## src/hw/rtl/mtbd_pkg.sv

```systemverilog
`timescale 1ns / 1ps
// ----------------------------------------------------------------------------
// mtbd_pkg
// Shared types, constants and the tempering function of the bounded
// draw twister.
// ----------------------------------------------------------------------------
package mtbd_pkg;

	localparam int unsigned ADDR_W      = 10;
	localparam int unsigned IDX_W       = 10;
	localparam int unsigned LIMIT_W     = 16;
	localparam int unsigned WORD_W      = 32;
	localparam int unsigned QUEUE_DEPTH = 2;

	localparam logic [IDX_W-1:0] WORDS    = 10'd624;
	localparam logic [IDX_W-1:0] SHIFT_M  = 10'd397;
	localparam logic [IDX_W-1:0] WRAP_M   = WORDS - SHIFT_M;
	localparam logic [IDX_W-1:0] LAST     = WORDS - 10'd1;
	localparam logic [IDX_W-1:0] UNSEEDED = 10'd625;

	localparam logic [WORD_W-1:0] DEFAULT_SEED = 32'd4357;
	localparam logic [WORD_W-1:0] SEED_MULT    = 32'd69069;
	localparam logic [WORD_W-1:0] TWIST_A      = 32'h9908b0df;
	localparam logic [WORD_W-1:0] TEMPER_B     = 32'h9d2c5680;
	localparam logic [WORD_W-1:0] TEMPER_C     = 32'hefc60000;

	localparam logic [1:0] KIND_SEED = 2'd0;
	localparam logic [1:0] KIND_DRAW = 2'd1;
	localparam logic [1:0] KIND_ZERO = 2'd2;

	typedef struct packed {
		logic [1:0]         kind;
		logic [WORD_W-1:0]  seed;
		logic [LIMIT_W-1:0] limit;
		logic [LIMIT_W-1:0] mask;
	} mtbd_cmd_t;

	typedef struct packed {
		logic full;
		logic empty;
	} mtbd_qstat_t;

	typedef struct packed {
		logic [IDX_W-1:0] idx;
	} mtbd_estat_t;

	function automatic logic [WORD_W-1:0] mtbd_temper(input logic [WORD_W-1:0] w);
		logic [WORD_W-1:0] y;
		y = w ^ (w >> 11);
		y = y ^ ((y << 7) & TEMPER_B);
		y = y ^ ((y << 15) & TEMPER_C);
		y = y ^ (y >> 18);
		return y;
	endfunction

endpackage

```

## src/hw/rtl/mtbd_front.sv

```systemverilog
`timescale 1ns / 1ps
// ----------------------------------------------------------------------------
// mtbd_front
// Input side: takes items, sorts them into seed, draw and zero-limit
// commands and works out the draw mask from the bit length of the limit.
// ----------------------------------------------------------------------------
module mtbd_front (
	input  logic                   s_tvalid,
	output logic                   s_tready,
	input  logic [47:0]            s_tdata,   // seed_value[31:0], upper_limit[47:32]
	input  logic                   s_tuser,   // func
	input  mtbd_pkg::mtbd_qstat_t  qstat,
	output logic                   push,
	output mtbd_pkg::mtbd_cmd_t    cmd
);
	import mtbd_pkg::*;

	logic [LIMIT_W-1:0] limit;
	logic [LIMIT_W-1:0] smear;

	always_comb begin
		limit = s_tdata[47:32];
		smear = limit | (limit >> 1);
		smear = smear | (smear >> 2);
		smear = smear | (smear >> 4);
		smear = smear | (smear >> 8);

		cmd.seed  = s_tdata[31:0];
		cmd.limit = limit;
		cmd.mask  = smear;
		if (!s_tuser) begin
			cmd.kind = KIND_SEED;
		end else if (limit == '0) begin
			cmd.kind = KIND_ZERO;
		end else begin
			cmd.kind = KIND_DRAW;
		end
	end

	assign s_tready = !qstat.full;
	assign push     = s_tvalid && !qstat.full;

endmodule

```

## config.mk

```make
export PLATFORM = sky130hd
export DESIGN_NAME = mtbd_front
export DESIGN_NICKNAME = d
export VERILOG_FILES = /design/src/hw/rtl/mtbd_pkg.sv /design/src/hw/rtl/mtbd_front.sv
export SDC_FILE = /design/constraint.sdc
export NUM_CORES = 1
export LEC_CHECK = 0
export BUFFER_PORTS_ARGS = -buffer_cell sky130_fd_sc_hd__buf_2
export CORE_UTILIZATION = 24
export DETAILED_ROUTE_END_ITERATION = 16
export PLACE_DENSITY = 0.84
export SYNTH_ARGS = -nofsm -noshare
export SYNTH_HDL_FRONTEND = slang
export SYNTH_SLANG_ARGS = --single-unit
```

## constraint.sdc

```tcl
create_clock -name vclk -period 1.5
set_input_delay 0.225 -clock vclk [all_inputs]
set_output_delay 0.225 -clock vclk [all_outputs]
set_load 0.02 [all_outputs]
```

==> flow_metrics.env, run 1 <==
export IMPL_fin_crit_sh_pct=114
export IMPL_synth_xor_area_share_pct=0
export IMPL_p_leak_nw=0.355
export IMPL_endpoint_kind="output port"
export IMPL_worstHoldPathType="input pin to output port"
export IMPL_register_area_um2=0
export IMPL_mostFrequentLayoutCells="44 x buf_2, 14 x buf_4, 11 x buf_6"
export IMPL_ioPinCount=120
export IMPL_rows=16
export IMPL_wire_per_inst_um=11.4
export IMPL_place_port_buffers=55
export IMPL_max_freq_mhz=586
export IMPL_initial_core_util_pct=26.3
export IMPL_grt_max_degree=6
export IMPL_arrival_ns=1.48
export IMPL_path_class="input pin to output port"
export IMPL_cp_cell_sequence="buf_8, nor4_4, buf_4, nand3_4, or4_4, buf_6"
export IMPL_ys_warn_count=0
export IMPL_num_clock_buffers=0
export IMPL_status="complete, but fails checks"
export IMPL_syn_num_nets=124
export IMPL_dp_hpwl_mm=1.16
export IMPL_gr_usage_all_layers_pct=11.5
export IMPL_drive_gt1_share_pct=91.4
export IMPL_cp_slowest_cell="or4_4"
export IMPL_avgSynthCellArea_um2=7.39
export IMPL_synthSimpleGateAreaFrac_pct=27.5
export IMPL_grt_use_met1_pct=11.3
export IMPL_finalNetCount=147
export IMPL_grt_pass1_wl_mm=2.28
export IMPL_finish_utilization_pct=36.1
export IMPL_grt_pass1_vias=504
export IMPL_layout_commonest_cell="buf_2"
export IMPL_antenna_found_initial=0
export IMPL_viasPerCell=4.18
export IMPL_pre_cts_ws_ns=-0.265
export IMPL_grt_use_met2_pct=22.4
export IMPL_min_period_ns=1.71
export IMPL_die_area_um2=2410
export IMPL_worst_pin_slew_ns=0.355
export IMPL_n_antenna_cell=0
export IMPL_core_area_um2=2020
export IMPL_detail_route_antenna_nets=0
export IMPL_synth_compound_area_share_pct=1.88
export IMPL_first_iter_violations=0
export IMPL_routed_wl_mm=1.37
export IMPL_first_pass_iters=1
export IMPL_layout_setup_ws_ns=-0.207
export IMPL_num_vias=501
export IMPL_start_kind="input pin"
export IMPL_report_final_slew_viol_count=0
export IMPL_maxCapViolCount=0
export IMPL_slowest_delay_ns=0.43
export IMPL_power_density_nw_per_um2=223
export IMPL_design_seq_count=0
export IMPL_synthMuxAreaShare_pct=0
export IMPL_setup_violations=10
export IMPL_critPathLaunch="s_tdata[45]"
export IMPL_synthAdderAreaFrac_pct=0
export IMPL_vdd_drop_max_v=0.0000955
export IMPL_violations="setup timing"
export IMPL_area_delta_synth_final_pct=37.2
export IMPL_power_uw=163
export IMPL_netlist_instances=72
export IMPL_rsz0062_at_grt="yes"
export IMPL_synth_area_leader_cell="buf_4"
export IMPL_fillers=224
export IMPL_yosysTopAreaCellShare_pct=69.2
export IMPL_ys_seq_area_share_pct=0
export IMPL_ys_types=15
export IMPL_synthTopCellsByArea="buf_4 69%, or2_2 4.7%, or3_1 4.7%"
export IMPL_drc=0
export IMPL_gp_congestion=0.650
export IMPL_fp_dieW_um=49.1
export IMPL_syn_area_um2=532
export IMPL_overflow=0
export IMPL_relSlewSlack_pct=76.2
export IMPL_synth_top_family_by_area="buffers and inverters"
export IMPL_multi_input_area_um2=224
export IMPL_dpl_instance_area_um2=589
export IMPL_finalSetupTns_ns=-1.20
export IMPL_grt_busiest_layer="met2"
export IMPL_use_met3_pct=2.49
export IMPL_hold_violations=0
export IMPL_die_y_um=49.1
export IMPL_cts_hold_buf=0
export IMPL_required_ns=1.27
export IMPL_min_delay_start="s_tdata[10]"
export IMPL_crit_fanout=4
export IMPL_finalInstanceArea_um2=729
[area by class of cell]
cell class         instances  share of cell area [%]
repair buffers            70                    63.6
multi-input cells         21                    30.7
well taps                 27                    4.63
inverters                  2                    1.03
[per-stage QoR]
step	hold slack, ns	instances
global placement	0.450	117
global route	0.450	120
floorplan	0.487	72
finish	0.450	120
CTS	0.450	120
detailed placement	0.450	117
[cell families (layout without fill, tap and decap cells)]
kind of cell | Yosys count | in the layout
AO/OA/AOI/OAI | 1 | 1
buffers and inverters | 51 | 72
AND/OR/NAND/NOR | 20 | 20
[synthesized netlist by cell type]
| cell type | number |
|---|---|
| buf_4 | 49 |
| nor4b_2 | 1 |
| nand3_1 | 1 |
| or2b_1 | 1 |
| or4_1 | 2 |
| nor4_1 | 2 |
| nand2_1 | 1 |
| nor2b_1 | 1 |
| nor4_4 | 1 |
| o31a_2 | 1 |
| nand4_1 | 1 |
| or3_1 | 4 |
| or2_2 | 4 |
| nor2_1 | 1 |
| inv_1 | 2 |
[what timing repair did]
action | CTS | global route
buffers inserted | 3 | 0
resized for setup | 31 | 1
endpoints found under the setup margin | 10 | 10
pin swaps | 5 | 4
[path summary, 6_finish.rpt]
| path | end | depth (start not counted) |
|---|---|---|
| min | cmd[42] | 0 |
| max | cmd[3] | 6 |
[power by group]
part	switching [mW]	total [mW]	internal [mW]	leakage, nW
clock network	0	0	0	0
registers	0	0	0	0
logic	0.0901	0.163	0.0727	0.355
total	0.0901	0.163	0.0727	0.355
[worst max-delay path: cells and delay by family]
family | cells | cell delay (ns)
buf+inv | 3 | 0.43
simple gates | 3 | 0.83
[metal layers]
layer  up-vias  share of wire (%)
li1        231                  -
met1       212                 30
met2        46                 54
met3        12                 12
met4         0                4.0
met5         -                  0
Note: power is estimated with default switching activity, not from simulation.
==> inputs of run 2 (changes only) <==
==> constraint.sdc (replaced) <==
create_clock -name vclk -period 1.5
set_input_delay 0.375 -clock vclk [all_inputs]
set_output_delay 0.375 -clock vclk [all_outputs]
set_load 0.02 [all_outputs]
==> flow_metrics.env, run 2 (synthesis results as in run 1) <==
export IMPL_status="complete, but fails checks"
export IMPL_violations="setup timing"
export IMPL_finish_utilization_pct=37.6
export IMPL_grt_pass1_vias=437
export IMPL_fin_crit_sh_pct=134
export IMPL_hold_violations=0
export IMPL_grt_pass1_wl_mm=2.04
export IMPL_path_class="input pin to output port"
export IMPL_max_freq_mhz=499
export IMPL_finalSetupTns_ns=-4.97
export IMPL_first_iter_violations=2
export IMPL_ioPinCount=120
export IMPL_hold_ws_ns=0.750
export IMPL_crit_fanout=5
export IMPL_cts_hold_buf=0
export IMPL_fp_dieW_um=49.1
export IMPL_drive_gt1_share_pct=89.1
export IMPL_multi_input_area_um2=223
export IMPL_finalNetCount=146
export IMPL_wire_per_inst_um=12.0
export IMPL_worst_pin_slew_ns=0.304
export IMPL_die_area_um2=2410
export IMPL_antenna_found_initial=0
export IMPL_gp_congestion=0.671
export IMPL_routed_wl_mm=1.43
export IMPL_p_leak_nw=0.375
export IMPL_register_area_um2=0
export IMPL_mostFrequentLayoutCells="40 x buf_2, 17 x buf_6, 10 x buf_4"
export IMPL_grt_max_degree=6
export IMPL_design_seq_count=0
export IMPL_relSlewSlack_pct=79.6
export IMPL_start_kind="input pin"
export IMPL_rows=16
export IMPL_core_area_um2=2020
export IMPL_layout_commonest_cell="buf_2"
export IMPL_place_port_buffers=55
export IMPL_min_period_ns=2.00
export IMPL_num_vias=508
export IMPL_finalNonFillerCells=119
export IMPL_min_delay_start="s_tdata[19]"
export IMPL_overflow=0
export IMPL_detail_route_antenna_nets=0
export IMPL_fillers=222
export IMPL_die_y_um=49.1
export IMPL_dp_cells=112
export IMPL_pre_cts_ws_ns=-0.586
export IMPL_layout_setup_ws_ns=-0.503
export IMPL_viasPerCell=4.27
export IMPL_arrival_ns=1.63
export IMPL_worstHoldPathType="input pin to output port"
export IMPL_initial_core_util_pct=26.3
export IMPL_gr_usage_all_layers_pct=10.2
export IMPL_maxCapViolCount=0
export IMPL_endpoint_kind="output port"
export IMPL_vdd_drop_max_v=0.0000941
export IMPL_drc=0
export IMPL_report_final_slew_viol_count=0
export IMPL_required_ns=1.12
export IMPL_dp_hpwl_mm=1.06
export IMPL_n_antenna_cell=0
export IMPL_first_pass_iters=2
export IMPL_setup_violations=15
export IMPL_critPathLaunch="s_tdata[45]"
export IMPL_power_density_nw_per_um2=213
export IMPL_rsz0062_at_grt="yes"
export IMPL_num_clock_buffers=0
export IMPL_area_delta_synth_final_pct=43.1
==> run 2: critical path: stages <==
cell	delay [ns]
buf_8	0.10
nor4_4	0.27
buf_4	0.16
nand4_1	0.09
buf_6	0.16
or3_4	0.33
buf_6	0.14
==> run 2: area by class of cell <==
| class | count | area share, % |
|---|---|---|
| inverters | 2 | 0.987 |
| well taps | 27 | 4.44 |
| multi-input cells | 21 | 29.3 |
| repair buffers | 69 | 65.3 |
==> run 2: report_power, final <==
| part | internal, mW | switching [mW] | total (mW) |
|---|---|---|---|
| clock | 0 | 0 | 0 |
| sequential | 0 | 0 | 0 |
| combinational | 0.0710 | 0.0910 | 0.162 |
==> run 2: repair_timing <==
item                       4_1_cts  5_1_grt
pin swaps                        4        2
setup endpoints to repair       14       15
cloned                           0        0
buffers inserted                 3        4
resized for setup               31       12
==> run 2: metal layers <==
| layer | GRT usage, % | vias up | share of wire [%] |
|---|---|---|---|
| met5 | 0 | - | 0 |
| met4 | 4.41 | 0 | 3.2 |
| met3 | 2.49 | 10 | 11 |
| met2 | 18.9 | 46 | 55 |
| met1 | 10.7 | 225 | 31 |
| li1 | - | 227 | - |
==> run 2: metrics by stage <==
step / total power, mW / area (um^2)
after floorplan: 0.214 / 558
after global placement: 0.138 / 552
after detailed placement: 0.140 / 552
after CTS: 0.155 / 684
after global routing: 0.173 / 761
final: 0.162 / 761
==> run 2: final timing paths <==
path                      end  cells past startpoint
worst max-delay path   cmd[0]                      7
worst min-delay path  cmd[51]                      0
