## src/hw/rtl/mtbd_pkg.sv

```systemverilog
`timescale 1ns / 1ps
// ----------------------------------------------------------------------------
// mtbd_pkg
// Shared types, constants and the tempering function of the bounded
// draw twister.
// ----------------------------------------------------------------------------
package mtbd_pkg;

	localparam int unsigned ADDR_W      = 10;
	localparam int unsigned IDX_W       = 10;
	localparam int unsigned LIMIT_W     = 16;
	localparam int unsigned WORD_W      = 32;
	localparam int unsigned QUEUE_DEPTH = 2;

	localparam logic [IDX_W-1:0] WORDS    = 10'd624;
	localparam logic [IDX_W-1:0] SHIFT_M  = 10'd397;
	localparam logic [IDX_W-1:0] WRAP_M   = WORDS - SHIFT_M;
	localparam logic [IDX_W-1:0] LAST     = WORDS - 10'd1;
	localparam logic [IDX_W-1:0] UNSEEDED = 10'd625;

	localparam logic [WORD_W-1:0] DEFAULT_SEED = 32'd4357;
	localparam logic [WORD_W-1:0] SEED_MULT    = 32'd69069;
	localparam logic [WORD_W-1:0] TWIST_A      = 32'h9908b0df;
	localparam logic [WORD_W-1:0] TEMPER_B     = 32'h9d2c5680;
	localparam logic [WORD_W-1:0] TEMPER_C     = 32'hefc60000;

	localparam logic [1:0] KIND_SEED = 2'd0;
	localparam logic [1:0] KIND_DRAW = 2'd1;
	localparam logic [1:0] KIND_ZERO = 2'd2;

	typedef struct packed {
		logic [1:0]         kind;
		logic [WORD_W-1:0]  seed;
		logic [LIMIT_W-1:0] limit;
		logic [LIMIT_W-1:0] mask;
	} mtbd_cmd_t;

	typedef struct packed {
		logic full;
		logic empty;
	} mtbd_qstat_t;

	typedef struct packed {
		logic [IDX_W-1:0] idx;
	} mtbd_estat_t;

	function automatic logic [WORD_W-1:0] mtbd_temper(input logic [WORD_W-1:0] w);
		logic [WORD_W-1:0] y;
		y = w ^ (w >> 11);
		y = y ^ ((y << 7) & TEMPER_B);
		y = y ^ ((y << 15) & TEMPER_C);
		y = y ^ (y >> 18);
		return y;
	endfunction

endpackage

```

## src/hw/rtl/mtbd_queue.sv

```systemverilog
`timescale 1ns / 1ps
// ----------------------------------------------------------------------------
// mtbd_queue
// Short command queue between the front and the generator engine.
// ----------------------------------------------------------------------------
module mtbd_queue #(
	parameter int unsigned DEPTH = mtbd_pkg::QUEUE_DEPTH
) (
	input  logic                   clk,
	input  logic                   arst_n,
	input  logic                   push,
	input  mtbd_pkg::mtbd_cmd_t    push_cmd,
	input  logic                   pop,
	output mtbd_pkg::mtbd_cmd_t    head_cmd,
	output mtbd_pkg::mtbd_qstat_t  qstat
);
	import mtbd_pkg::*;

	localparam int unsigned PTR_W = (DEPTH > 1) ? $clog2(DEPTH) : 1;
	localparam int unsigned CNT_W = $clog2(DEPTH + 1);
	localparam logic [PTR_W-1:0] PTR_LAST = PTR_W'(DEPTH - 1);
	localparam logic [CNT_W-1:0] CNT_FULL = CNT_W'(DEPTH);

	mtbd_cmd_t         slot_q [DEPTH];
	logic [PTR_W-1:0]  wr_ptr_q;
	logic [PTR_W-1:0]  rd_ptr_q;
	logic [CNT_W-1:0]  count_q;

	assign qstat.full  = (count_q == CNT_FULL);
	assign qstat.empty = (count_q == '0);
	assign head_cmd    = slot_q[rd_ptr_q];

	always_ff @(posedge clk) begin
		if (push) begin
			slot_q[wr_ptr_q] <= push_cmd;
		end
	end

	always_ff @(posedge clk or negedge arst_n) begin
		if (!arst_n) begin
			wr_ptr_q <= '0;
			rd_ptr_q <= '0;
			count_q  <= '0;
		end else begin
			if (push) begin
				wr_ptr_q <= (wr_ptr_q == PTR_LAST) ? '0 : wr_ptr_q + 1'b1;
			end
			if (pop) begin
				rd_ptr_q <= (rd_ptr_q == PTR_LAST) ? '0 : rd_ptr_q + 1'b1;
			end
			if (push && !pop) begin
				count_q <= count_q + 1'b1;
			end else if (pop && !push) begin
				count_q <= count_q - 1'b1;
			end
		end
	end

endmodule

```

## config.mk

```make
export PLATFORM = sky130hd
export DESIGN_NAME = mtbd_queue
export DESIGN_NICKNAME = d
export VERILOG_FILES = /design/src/hw/rtl/mtbd_pkg.sv /design/src/hw/rtl/mtbd_queue.sv
export SDC_FILE = /design/constraint.sdc
export NUM_CORES = 1
export LEC_CHECK = 0
export BUFFER_PORTS_ARGS = -buffer_cell sky130_fd_sc_hd__buf_4
export CORE_MARGIN = 2
export CORE_UTILIZATION = 47
export DETAILED_ROUTE_END_ITERATION = 12
export GPL_TIMING_DRIVEN = 0
export PLACE_DENSITY = 0.76
export SLEW_MARGIN = 10
export SYNTH_ARGS = -nofsm -noshare
export SYNTH_HDL_FRONTEND = slang
export SYNTH_SLANG_ARGS = --single-unit
```

## constraint.sdc

```tcl
create_clock -name clk -period 3.6 [get_ports clk]
set_input_delay 0.72 -clock clk [delete_from_list [all_inputs] [get_ports clk]]
set_output_delay 0.72 -clock clk [all_outputs]
set_load 0.005 [all_outputs]
```

==> results of run 1 <==
-- cells in the final DEF (no fill, tap or decap), drive strengths merged --
cell type	count
nor2	2
ha	1
xnor2	1
edfxtp	132
mux2	66
and2	1
nor2b	2
clkinvlp	2
clkbuf	18
inv	1
bufinv	2
xor2	4
clkinv	7
dlygate4sd3	1
dfrtp	4
buf	147
-- state kept, by name (all words and copies together) (netlist names) --
| signal | cells |
|---|---|
| count_q | 2 |
| rd_ptr_q | 1 |
| wr_ptr_q | 1 |
| slot_q | 132 |
-- what timing repair did --
item                                   in CTS  in global routing
setup endpoints to repair                   0                  0
hold buffers                                1                  0
endpoints found under the hold margin       4                  0
buffers inserted                            0                  0
-- worst paths after layout --
path | from | end | slack (ns) | cells past startpoint
max in group asynchronous | arst_n | count_q[1] | 2.93 | 2
setup reg to reg | wr_ptr_q | slot_q[0][22] | 1.95 | 2
hold reg to reg | count_q[1] | count_q[1] | 0.50 | 1
min in group asynchronous | arst_n | count_q[0] | 0.57 | 2
setup / recovery | rd_ptr_q | head_cmd[9] | 1.11 | 4
hold / removal | pop | rd_ptr_q | 0.40 | 2
-- cell type report --
| type | count | area [µm²] | area share |
|---|---|---|---|
| clock inverter | 11 | 110 | 0.0160 |
| timing repair buffer | 141 | 1110 | 0.162 |
| buffer | 7 | 56.3 | 0.00818 |
| multi-input combinational | 77 | 948 | 0.138 |
| clock buffer | 18 | 418 | 0.0607 |
| tap | 136 | 170 | 0.0247 |
| inverter | 1 | 3.75 | 0.000545 |
| sequential | 136 | 4060 | 0.590 |
-- synthesized netlist by cell type --
cell,count
sky130_fd_sc_hd__edfxtp_1,132
sky130_fd_sc_hd__mux2_2,36
sky130_fd_sc_hd__mux2_4,30
sky130_fd_sc_hd__dfrtp_1,4
sky130_fd_sc_hd__xor2_1,4
sky130_fd_sc_hd__buf_2,3
sky130_fd_sc_hd__buf_6,3
sky130_fd_sc_hd__nor2_1,2
sky130_fd_sc_hd__nor2b_1,2
sky130_fd_sc_hd__and2_1,1
sky130_fd_sc_hd__buf_4,1
sky130_fd_sc_hd__ha_1,1
sky130_fd_sc_hd__inv_1,1
sky130_fd_sc_hd__xnor2_1,1
-- cells by family (layout without fill, tap and decap cells) --
family | after synthesis | in the layout | share of synthesized area
simple gates | 5 | 5 | 0.00519
fa+ha+maj | 1 | 1 | 0.00247
mux | 66 | 66 | 0.169
buf+inv | 8 | 178 | 0.0119
xor+xnor | 5 | 5 | 0.00865
flops | 136 | 136 | 0.803
-- metal layers --
layer	wire (µm)	up-vias	GRT usage
met3	584	9	0.0593
met5	0	-	0
li1	-	1196	-
met1	3280	1239	0.176
met2	4400	84	0.255
met4	95	0	0.0632
-- worst max-delay path: cells and delay by family (launching register included) --
family	cells	cell delay, ns
buffers and inverters	3	0.56
flip-flops	1	0.39
multiplexers	1	0.32
-- stage by stage --
stage / power, µW / std cells
final: 5320 / 527
after global routing: 5580 / 527
after CTS: 5400 / 527
after detailed placement: 3860 / 497
after global placement: 3800 / 494
after floorplan: 3080 / 221
-- power by group --
| group | switching [µW] | total (µW) | internal, µW |
|---|---|---|---|
| Sequential | 85.5 | 2190 | 2100 |
| Clock | 570 | 1530 | 960 |
| Combinational | 643 | 1600 | 956 |
==> metrics, run 1 <==
startpoint kind of the worst setup timing path=register; effective utilization at floorplan=0.488; power density over the cells=773 nW/µm²; Die Y-Extent=108 µm; highest cell delay on the worst timing path=0.39 ns; register clock-pin slew on the reported worst setup and hold paths=0.05 ns; Worst Max-Slew Pin Slew=0.824 ns; detailed-route wire length=8.36 mm; num ports=138; unique cell type count in the Yosys netlist=14; number of buffers between clock root and the deepest sink=2; top fanout value on the critical path=10; aggregate global-route resource usage=0.153; cell seen most often among critical-path stages=sky130_fd_sc_hd__buf_4; required arrival time at the worst endpoint=2.88 ns; Peak VDD IR=0.393 mV; TNS Setup=0 ns; Max Fclk=0.401 GHz; number of CTS-inserted buffers=17; via count of the routed design=2,528; largest net degree at the start of global routing=37; port buffer count=137; run status=complete, no violations; level count of the clock H-tree=4; Synthesized Nets=292; gr ovfl total=0; fraction of layout instances using a drive strength above 1=0.614; initial antenna violation count=0; mean instance size in the synthesized netlist=22.9 µm²; setup repair after global routing missed its margin=no; Initial DRT Pass Iterations=4; Ys Warns=0; post-layout min period=2.49 ns; diodes inserted=0; worst hold path class=in2reg; Skew-Pair Late Insertion Delay=0.50 ns; slowest cell on the critical path=sky130_fd_sc_hd__dfrtp_1; final estimated routing congestion in global placement=0.671; Die Area=11,600 µm²; Seq cells post-synth=136; cell-by-cell trace of the critical path=buf_4 -> buf_6 -> mux2_4 -> buf_4; leakage=0.00271 µW; share of Yosys cell area claimed by the top area cell type=0.783; vias in the first global route=2,663; clock tree from TritonCTS=done; type of the setup path with the least slack=reg2out; CTS Root Cell=sky130_fd_sc_hd__clkbuf_8; total number of nets in the final design=452; Worst Hold Margin=0.399 ns; utilization after layout=0.664; global-route wire length before repair=13.1 mm; final number of max-transition violations=0; Area Growth Syn to Fin=36.0%; cts repair resizes=0; average vias per placed instance=4.80; worst slack at placement=1.47 ns; mapped cell area=5060 µm²; Setup-failing EPs final=0; Antenna Nets Post-Route=0; synthesized netlist cell count=221; detailed placer's ending HPWL=5.66 mm; Die X-Extent=108 µm; number of filler instances in the final layout=721; Floorplan Core Area=10,400 µm²; per-cell routed wire length=15.9 µm; Row Count=37; placed instance area=6350 µm²; Worst Setup End Kind=output pin; Fin. Hold Viols=0; largest area contributor in the netlist=sky130_fd_sc_hd__edfxtp_1; Post-Layout Inst Area=6880 µm²; Detailed Route Iter0 Violations=73; Rel. slew slack=0.450; leading cell types by total area after synthesis=sky130_fd_sc_hd__edfxtp_1 (78%), sky130_fd_sc_hd__mux2_4 (8.9%), sky130_fd_sc_hd__mux2_2 (8.0%); fraction of the yosys area taken by sequential cells=0.803; Clock Sinks=136; post-route fraction of the period consumed by the critical path=0.692; Setup WS post-layout=1.11 ns; number of DRC violations after detailed routing=0; Max-Cap Viols=0; maximum clock skew at final layout=0.00368 ns; Worst EP arrival=1.77 ns
Power figures use the tool's default switching activity.
==> inputs of run 2 (changes only) <==
CORE_UTILIZATION = 52   (was 47)
PLACE_DENSITY = 0.79   (was 0.76)
clock period = 2.4 ns   (was 3.6 ns; I/O delays follow)
==> run 2 against run 1 <==
  * Sequential power rose by 50%
  * Sequential share of layout area rose by 0.30 points
  * Global-route usage rose by 1.2 points
  * Critical path depth did not move
  * Non-clock buffer count did not move
  * First-iteration DRC count fell by 2.7%
  * Final cell count did not move
  * Count of clock-buffer cells in the layout rose by 3
  * Final area fell by 0.51%
  * Clock skew rose by 0.0020 ns
  * Register-to-register slack got worse by 1.0 ns
  * Sequential cell count did not move
  * Critical endpoint is now head_cmd[28]
  * Largest power group unchanged
==> metrics, run 2 (same netlist as run 1, synthesis figures left out) <==
Peak VDD IR=0.662 mV (was 0.393 mV); diodes inserted=0 (unchanged); capture endpoint of the worst hold path=slot_q[0][10] (was rd_ptr_q); fraction of power consumed by the clock network=0.282 (was 0.288); register name with the most flops=slot_q (unchanged); maximum clock skew at final layout=0.00564 ns (was 0.00368 ns); setup repair after global routing missed its margin=no (unchanged); number of buffers between clock root and the deepest sink=2 (unchanged); level count of the clock H-tree=4 (unchanged); Placed Cells incl. Taps=494 (was 497); detailed-route wire length=8.65 mm (was 8.36 mm); max FFs per register=132 (unchanged); Die Area=10,500 µm² (was 11,600 µm²); average vias per placed instance=4.82 (was 4.80); Setup-failing EPs final=0 (unchanged); Initial DRT Pass Iterations=4 (unchanged); endpoint of the worst register-to-register path=slot_q[1][17] (was slot_q[0][22]); Worst EP arrival=1.77 ns (about the same); number of filler instances in the final layout=619 (was 721); Area Growth Syn to Fin=35.3% (was 36.0%); Detailed Route Iter0 Violations=71 (was 73); Die Y-Extent=103 µm (was 108 µm); CTS Root Cell=sky130_fd_sc_hd__clkbuf_8 (unchanged); top fanout value on the critical path=10 (unchanged); Gate power share=0.303 (was 0.301); aggregate global-route resource usage=0.164 (was 0.153); type of the setup path with the least slack=reg2out (unchanged); run status=complete, no violations (unchanged); commonest non-fill, non-tap cells in the layout=sky130_fd_sc_hd__buf_4 (138), sky130_fd_sc_hd__edfxtp_1 (132), sky130_fd_sc_hd__mux2_2 (36) (unchanged); final number of max-transition violations=0 (unchanged); Clock Sinks=136 (unchanged); gr ovfl total=0 (unchanged); detailed placer's ending HPWL=5.73 mm (was 5.66 mm); cts repair resizes=0 (unchanged); Fin. Hold Viols=0 (unchanged); Die X-Extent=103 µm (was 108 µm); final estimated routing congestion in global placement=0.675 (was 0.671); worst hold path startpoint=push_cmd[10] (was pop); Skew-Pair Late Insertion Delay=0.50 ns (about the same); via count of the routed design=2,538 (was 2,528); post-route fraction of the period consumed by the critical path=0.937; Worst Setup End Kind=output pin (unchanged); per-cell routed wire length=16.4 µm (was 15.9 µm); num ports=138 (unchanged); Antenna Nets Post-Route=0 (unchanged); register clock-pin slew on the reported worst setup and hold paths=0.06 ns (was 0.05 ns); Max-Cap Viols=0 (unchanged); Max Fclk=0.444 GHz; required arrival time at the worst endpoint=1.92 ns (was 2.88 ns); non-filler instance count after layout=527 (unchanged); total number of nets in the final design=452 (unchanged); logic depth of the worst register-to-register path=2 (unchanged); initial antenna violation count=0 (unchanged); vias in the first global route=2,566 (was 2,663); share of total power consumed by net switching=0.250 (was 0.244); largest net degree at the start of global routing=41 (was 37); clock tree from TritonCTS=done (unchanged); overall power=7900 µW (was 5320 µW); Worst Max-Slew Pin Slew=0.509 ns (was 0.824 ns); worst hold path cell count=1 (was 2); number of DRC violations after detailed routing=0 (unchanged); R2R Path Start=wr_ptr_q (unchanged); number of CTS-inserted buffers=17 (unchanged); worst hold path class=in2reg (unchanged); power share of the sequential group=0.415 (was 0.412); fraction of layout instances using a drive strength above 1=0.617 (was 0.614); Rel. slew slack=0.660 (was 0.450); NetSw=1980 µW (was 1300 µW); startpoint kind of the worst setup timing path=register (unchanged); port buffer count=137 (unchanged); cell internal power dissipation=5930 µW (was 4020 µW); commonest non-fill, non-tap cell in the layout=sky130_fd_sc_hd__buf_4 (unchanged); setup slack of the worst register-to-register path=0.92 ns (was 1.95 ns); post-layout min period=2.25 ns; power density over the cells=1150 nW/µm² (was 773 nW/µm²); effective utilization at floorplan=0.528 (was 0.488); Floorplan Core Area=9590 µm² (was 10,400 µm²); global-route wire length before repair=12.3 mm (was 13.1 mm); Row Count=36 (was 37); leakage=0.00271 µW (about the same); biggest registers after layout=slot_q x132, count_q x2 (unchanged)
-- run 2: cell count changes in the layout (fill, tap and decap cells not counted) --
cell / previous run / this run
sky130_fd_sc_hd__clkinv_2: 3 / 9
sky130_fd_sc_hd__clkbuf_1: 1 / 4
sky130_fd_sc_hd__clkinv_1: 3 / 0
sky130_fd_sc_hd__buf_12: 1 / 3
sky130_fd_sc_hd__buf_16: 2 / 0
sky130_fd_sc_hd__bufinv_16: 2 / 1
sky130_fd_sc_hd__clkinv_4: 1 / 0
sky130_fd_sc_hd__clkinvlp_4: 2 / 1
-- run 2: critical path: stages, from the launching register on --
cell and delay [ns]:
sky130_fd_sc_hd__dfrtp_1 0.37, sky130_fd_sc_hd__buf_4 0.22, sky130_fd_sc_hd__buf_6 0.21, sky130_fd_sc_hd__mux2_4 0.32, sky130_fd_sc_hd__buf_4 0.14
-- run 2: metrics by stage --
step	hold slack (ns)	utilization	TNS, ns	setup WS, ns	cell area (µm²)
floorplan	0.184	-	0	0.488	5070
global placement	0.278	0.653	-8.09	-0.125	6270
detailed placement	0.281	0.659	0	0.662	6330
CTS	0.126	0.714	0	0.101	6850
global route	0.129	0.714	0	0.0508	6850
finish	0.156	0.714	0	0.150	6850
-- run 2: worst max-delay path by stage --
stage | start | end | depth (start not counted)
finish | rd_ptr_q | head_cmd[28] | 4
global route | rd_ptr_q | head_cmd[28] | 4
CTS | rd_ptr_q | head_cmd[28] | 4
detailed placement | rd_ptr_q | head_cmd[28] | 4
global placement | push | slot_q[0][53] | 2
floorplan | push | slot_q[0][0] | 1
-- run 2: power by group through the flow --
| stage | registers, µW | clock network, µW | logic [µW] |
|---|---|---|---|
| global route | 3320 | 2380 | 2570 |
| CTS | 3290 | 2280 | 2450 |
| detailed placement | 3330 | 0 | 2430 |
| finish | 3280 | 2230 | 2390 |
| global placement | 3320 | 0 | 2330 |
| floorplan | 3300 | 0 | 1310 |
-- run 2: per-layer routing --
layer	GRT usage	vias to the layer above	part of all wire
met1	0.183	1227	0.39
met2	0.282	106	0.53
li1	-	1197	-
met4	0.0800	0	0.012
met5	0	-	0
met3	0.0576	8	0.074
-- run 2: what timing repair did --
| item | 4_1_cts | 5_1_grt |
|---|---|---|
| endpoints found under the hold margin | 4 | 0 |
| buffers inserted | 0 | 0 |
| hold buffers | 1 | 0 |
| setup endpoints to repair | 0 | 0 |
-- run 2: layout make-up --
class                           count  area (µm²)  area share
Buffer                              7        56.3     0.00822
Clock buffer                       21         429      0.0627
Clock inverter                     11        82.6      0.0121
Inverter                            1        3.75    0.000548
Multi-Input combinational cell     77         948       0.138
Sequential cell                   136        4060       0.593
Tap cell                          133         166      0.0243
Timing Repair Buffer              141        1100       0.160
==> inputs of run 3 (changes only) <==
CORE_UTILIZATION = 56   (was 52)
PLACE_DENSITY = 0.84   (was 0.79)
clock period = 2.6 ns   (was 2.4 ns; I/O delays follow)
==> run 3 against run 2 <==
  * First-iteration DRC count rose by 39%
  * Wire length increased by 2.1%
  * Critical path depth unchanged
  * Final area is 0.71% higher
  * Combinational power shrank 8%
  * Global-route usage up 2.4 points
  * Clock power is 6% higher
  * Highest routed layer unchanged
==> metrics, run 3 (same netlist as run 1, synthesis figures left out) <==
run status=complete, no violations (unchanged); Worst Setup End Kind=output pin (unchanged); level count of the clock H-tree=4 (unchanged); Post-Layout Inst Area=6900 µm² (was 6850 µm²); power share of the sequential group=0.399 (was 0.415); number of CTS-inserted buffers=17 (unchanged); maximum clock skew at final layout=0.00828 ns (was 0.00564 ns); Max Fclk=0.436 GHz; Clock Sinks=136 (unchanged); slowest cell on the critical path=sky130_fd_sc_hd__dfrtp_1 (unchanged); total buffers and inverters traversed by the critical path=3 (unchanged); Worst Max-Slew Pin Slew=0.423 ns (was 0.509 ns); post-route fraction of the period consumed by the critical path=0.883; num ports=138 (unchanged); average vias per placed instance=5.08 (was 4.82); share of total power consumed by net switching=0.252 (was 0.250); fraction of layout instances using a drive strength above 1=0.622 (was 0.617); required arrival time at the worst endpoint=2.08 ns (was 1.92 ns); global-route wire length before repair=13.8 mm (was 12.3 mm); cell internal power dissipation=5700 µW (was 5930 µW); initial antenna violation count=0 (unchanged); Antenna Nets Post-Route=0 (unchanged); fraction of power consumed by the clock network=0.310 (was 0.282); Die X-Extent=99.1 µm (was 103 µm); Setup WS post-layout=0.305 ns (was 0.150 ns); worst slack at placement=0.804 ns (was 0.662 ns); cell seen most often among critical-path stages=sky130_fd_sc_hd__buf_4 (unchanged); non-filler instance count after layout=502 (was 527); Gate power share=0.291 (was 0.303); Initial DRT Pass Iterations=4 (unchanged); startpoint kind of the worst setup timing path=register (unchanged); power density over the cells=1100 nW/µm² (was 1150 nW/µm²); Floorplan Core Area=8760 µm² (was 9590 µm²); Skew-Pair Late Insertion Delay=0.51 ns (was 0.50 ns); met3 usage in global routing=0.0759 (was 0.0576); placed instance area=6300 µm² (was 6330 µm²); setup repair after global routing missed its margin=no (unchanged); detailed placer's ending HPWL=5.81 mm (was 5.73 mm); final estimated routing congestion in global placement=0.682 (was 0.675); Rel. slew slack=0.718 (was 0.660); biggest registers after layout=slot_q x132, count_q x2 (unchanged); per-cell routed wire length=17.6 µm (was 16.4 µm); type of the setup path with the least slack=reg2out (unchanged); final number of max-transition violations=0 (unchanged); Setup-failing EPs final=0 (unchanged); aggregate global-route resource usage=0.188 (was 0.164); commonest non-fill, non-tap cell in the layout=sky130_fd_sc_hd__buf_4 (unchanged); clock tree from TritonCTS=done (unchanged); cell family with most CP delay=buffers and inverters (unchanged); via count of the routed design=2,548 (was 2,538); number of DRC violations after detailed routing=0 (unchanged); max FFs per register=132 (unchanged); detailed-route wire length=8.83 mm (was 8.65 mm); Global Route met2 Usage=0.317 (was 0.282); Max-Cap Viols=0 (unchanged); Worst EP arrival=1.77 ns (about the same); busiest layer in global routing=met2 (unchanged); highest cell delay on the worst timing path=0.38 ns (was 0.37 ns); Peak VDD IR=0.709 mV (was 0.662 mV); post-layout min period=2.29 ns; effective utilization at floorplan=0.578 (was 0.528); NetSw=1920 µW (was 1980 µW); Placed Cells incl. Taps=469 (was 494); utilization after layout=0.787 (was 0.714); TNS Setup=0 ns (unchanged); vias in the first global route=2,735 (was 2,566); R2R Path Start=wr_ptr_q (unchanged); Die Y-Extent=99.1 µm (was 103 µm); cell-by-cell trace of the critical path=buf_4 -> buf_6 -> mux2_4 -> buf_4 (unchanged); leakage=0.00273 µW (was 0.00271 µW); Fin. Hold Viols=0 (unchanged); register name with the most flops=slot_q (unchanged); worst hold path class=in2reg (unchanged); number of buffers between clock root and the deepest sink=2 (unchanged); met1 Usage GRT=0.220 (was 0.183); commonest non-fill, non-tap cells in the layout=sky130_fd_sc_hd__buf_4 (138), sky130_fd_sc_hd__edfxtp_1 (132), sky130_fd_sc_hd__mux2_2 (36) (unchanged); largest net degree at the start of global routing=39 (was 41); register clock-pin slew on the reported worst setup and hold paths=0.06 ns (about the same); total number of nets in the final design=452 (unchanged); top fanout value on the critical path=10 (unchanged); gr ovfl total=0 (unchanged); diodes inserted=0 (unchanged); worst hold path startpoint=push_cmd[48] (was push_cmd[10]); port buffer count=137 (unchanged); Detailed Route Iter0 Violations=99 (was 71); Area Growth Syn to Fin=36.3% (was 35.3%); cts repair resizes=0 (unchanged); CTS Root Cell=sky130_fd_sc_hd__clkbuf_8 (unchanged); Row Count=34 (was 36); Die Area=9820 µm² (was 10,500 µm²); launch point of the critical path=rd_ptr_q (unchanged)
## run 3: cell types whose count changed in the layout (fill, tap and decap cells not counted)
cell / previous run / this run
sky130_fd_sc_hd__clkinv_2: 9 / 1
sky130_fd_sc_hd__inv_6: 0 / 4
sky130_fd_sc_hd__bufinv_16: 1 / 3
sky130_fd_sc_hd__clkbuf_1: 4 / 2
sky130_fd_sc_hd__clkinv_4: 0 / 2
sky130_fd_sc_hd__clkinvlp_4: 1 / 3
## run 3: power by group through the flow
stage	clock (µW)	sequential, µW	combinational [µW]
floorplan	0	3060	1210
global placement	0	3080	2150
detailed placement	0	3080	2240
CTS	2400	3040	2250
global route	2500	3070	2370
finish	2360	3040	2210
## run 3: path summary, 6_finish.rpt
check | end | slack [ns] | cells past startpoint
min in group asynchronous | wr_ptr_q | 0.37 | 2
worst max-delay path | head_cmd[31] | 0.31 | 4
worst min register to register | count_q[1] | 0.50 | 1
worst min-delay path | slot_q[1][48] | 0.19 | 1
worst max register to register | slot_q[1][50] | 1.10 | 2
max in group asynchronous | rd_ptr_q | 2.13 | 2
## run 3: what timing repair did
| action | in CTS | in global routing |
|---|---|---|
| buffers inserted | 0 | 0 |
| endpoints found under the hold margin | 4 | 0 |
| hold buffers | 1 | 0 |
## run 3: worst register-to-register path, stage by stage, from the launching register on
cell and delay, ns:
sky130_fd_sc_hd__dfrtp_1 0.42, sky130_fd_sc_hd__and2_4 0.46, sky130_fd_sc_hd__buf_12 0.28
## run 3: cell type report
type | count | area [µm²]
sequential | 136 | 4060
buffer | 7 | 56.3
timing repair buffer | 141 | 1100
inverter | 1 | 3.75
fill | 477 | 1870
clock buffer | 19 | 422
clock inverter | 13 | 170
multi-input combinational | 77 | 948
tap | 108 | 135
## run 3: metal layers
layer	up-vias	part of all wire	wire [µm]
met2	100	0.53	4650
met1	1246	0.38	3390
met4	0	0.0074	65
met3	8	0.082	720
met5	-	0	0
li1	1194	-	-
## run 3: metrics by stage
stage          power, µW  hold slack (ns)
2_1_floorplan       4260            0.224
3_3_place_gp        5230            0.318
3_5_place_dp        5320            0.321
4_1_cts             7690            0.174
5_1_grt             7940            0.169
6_report            7610            0.195
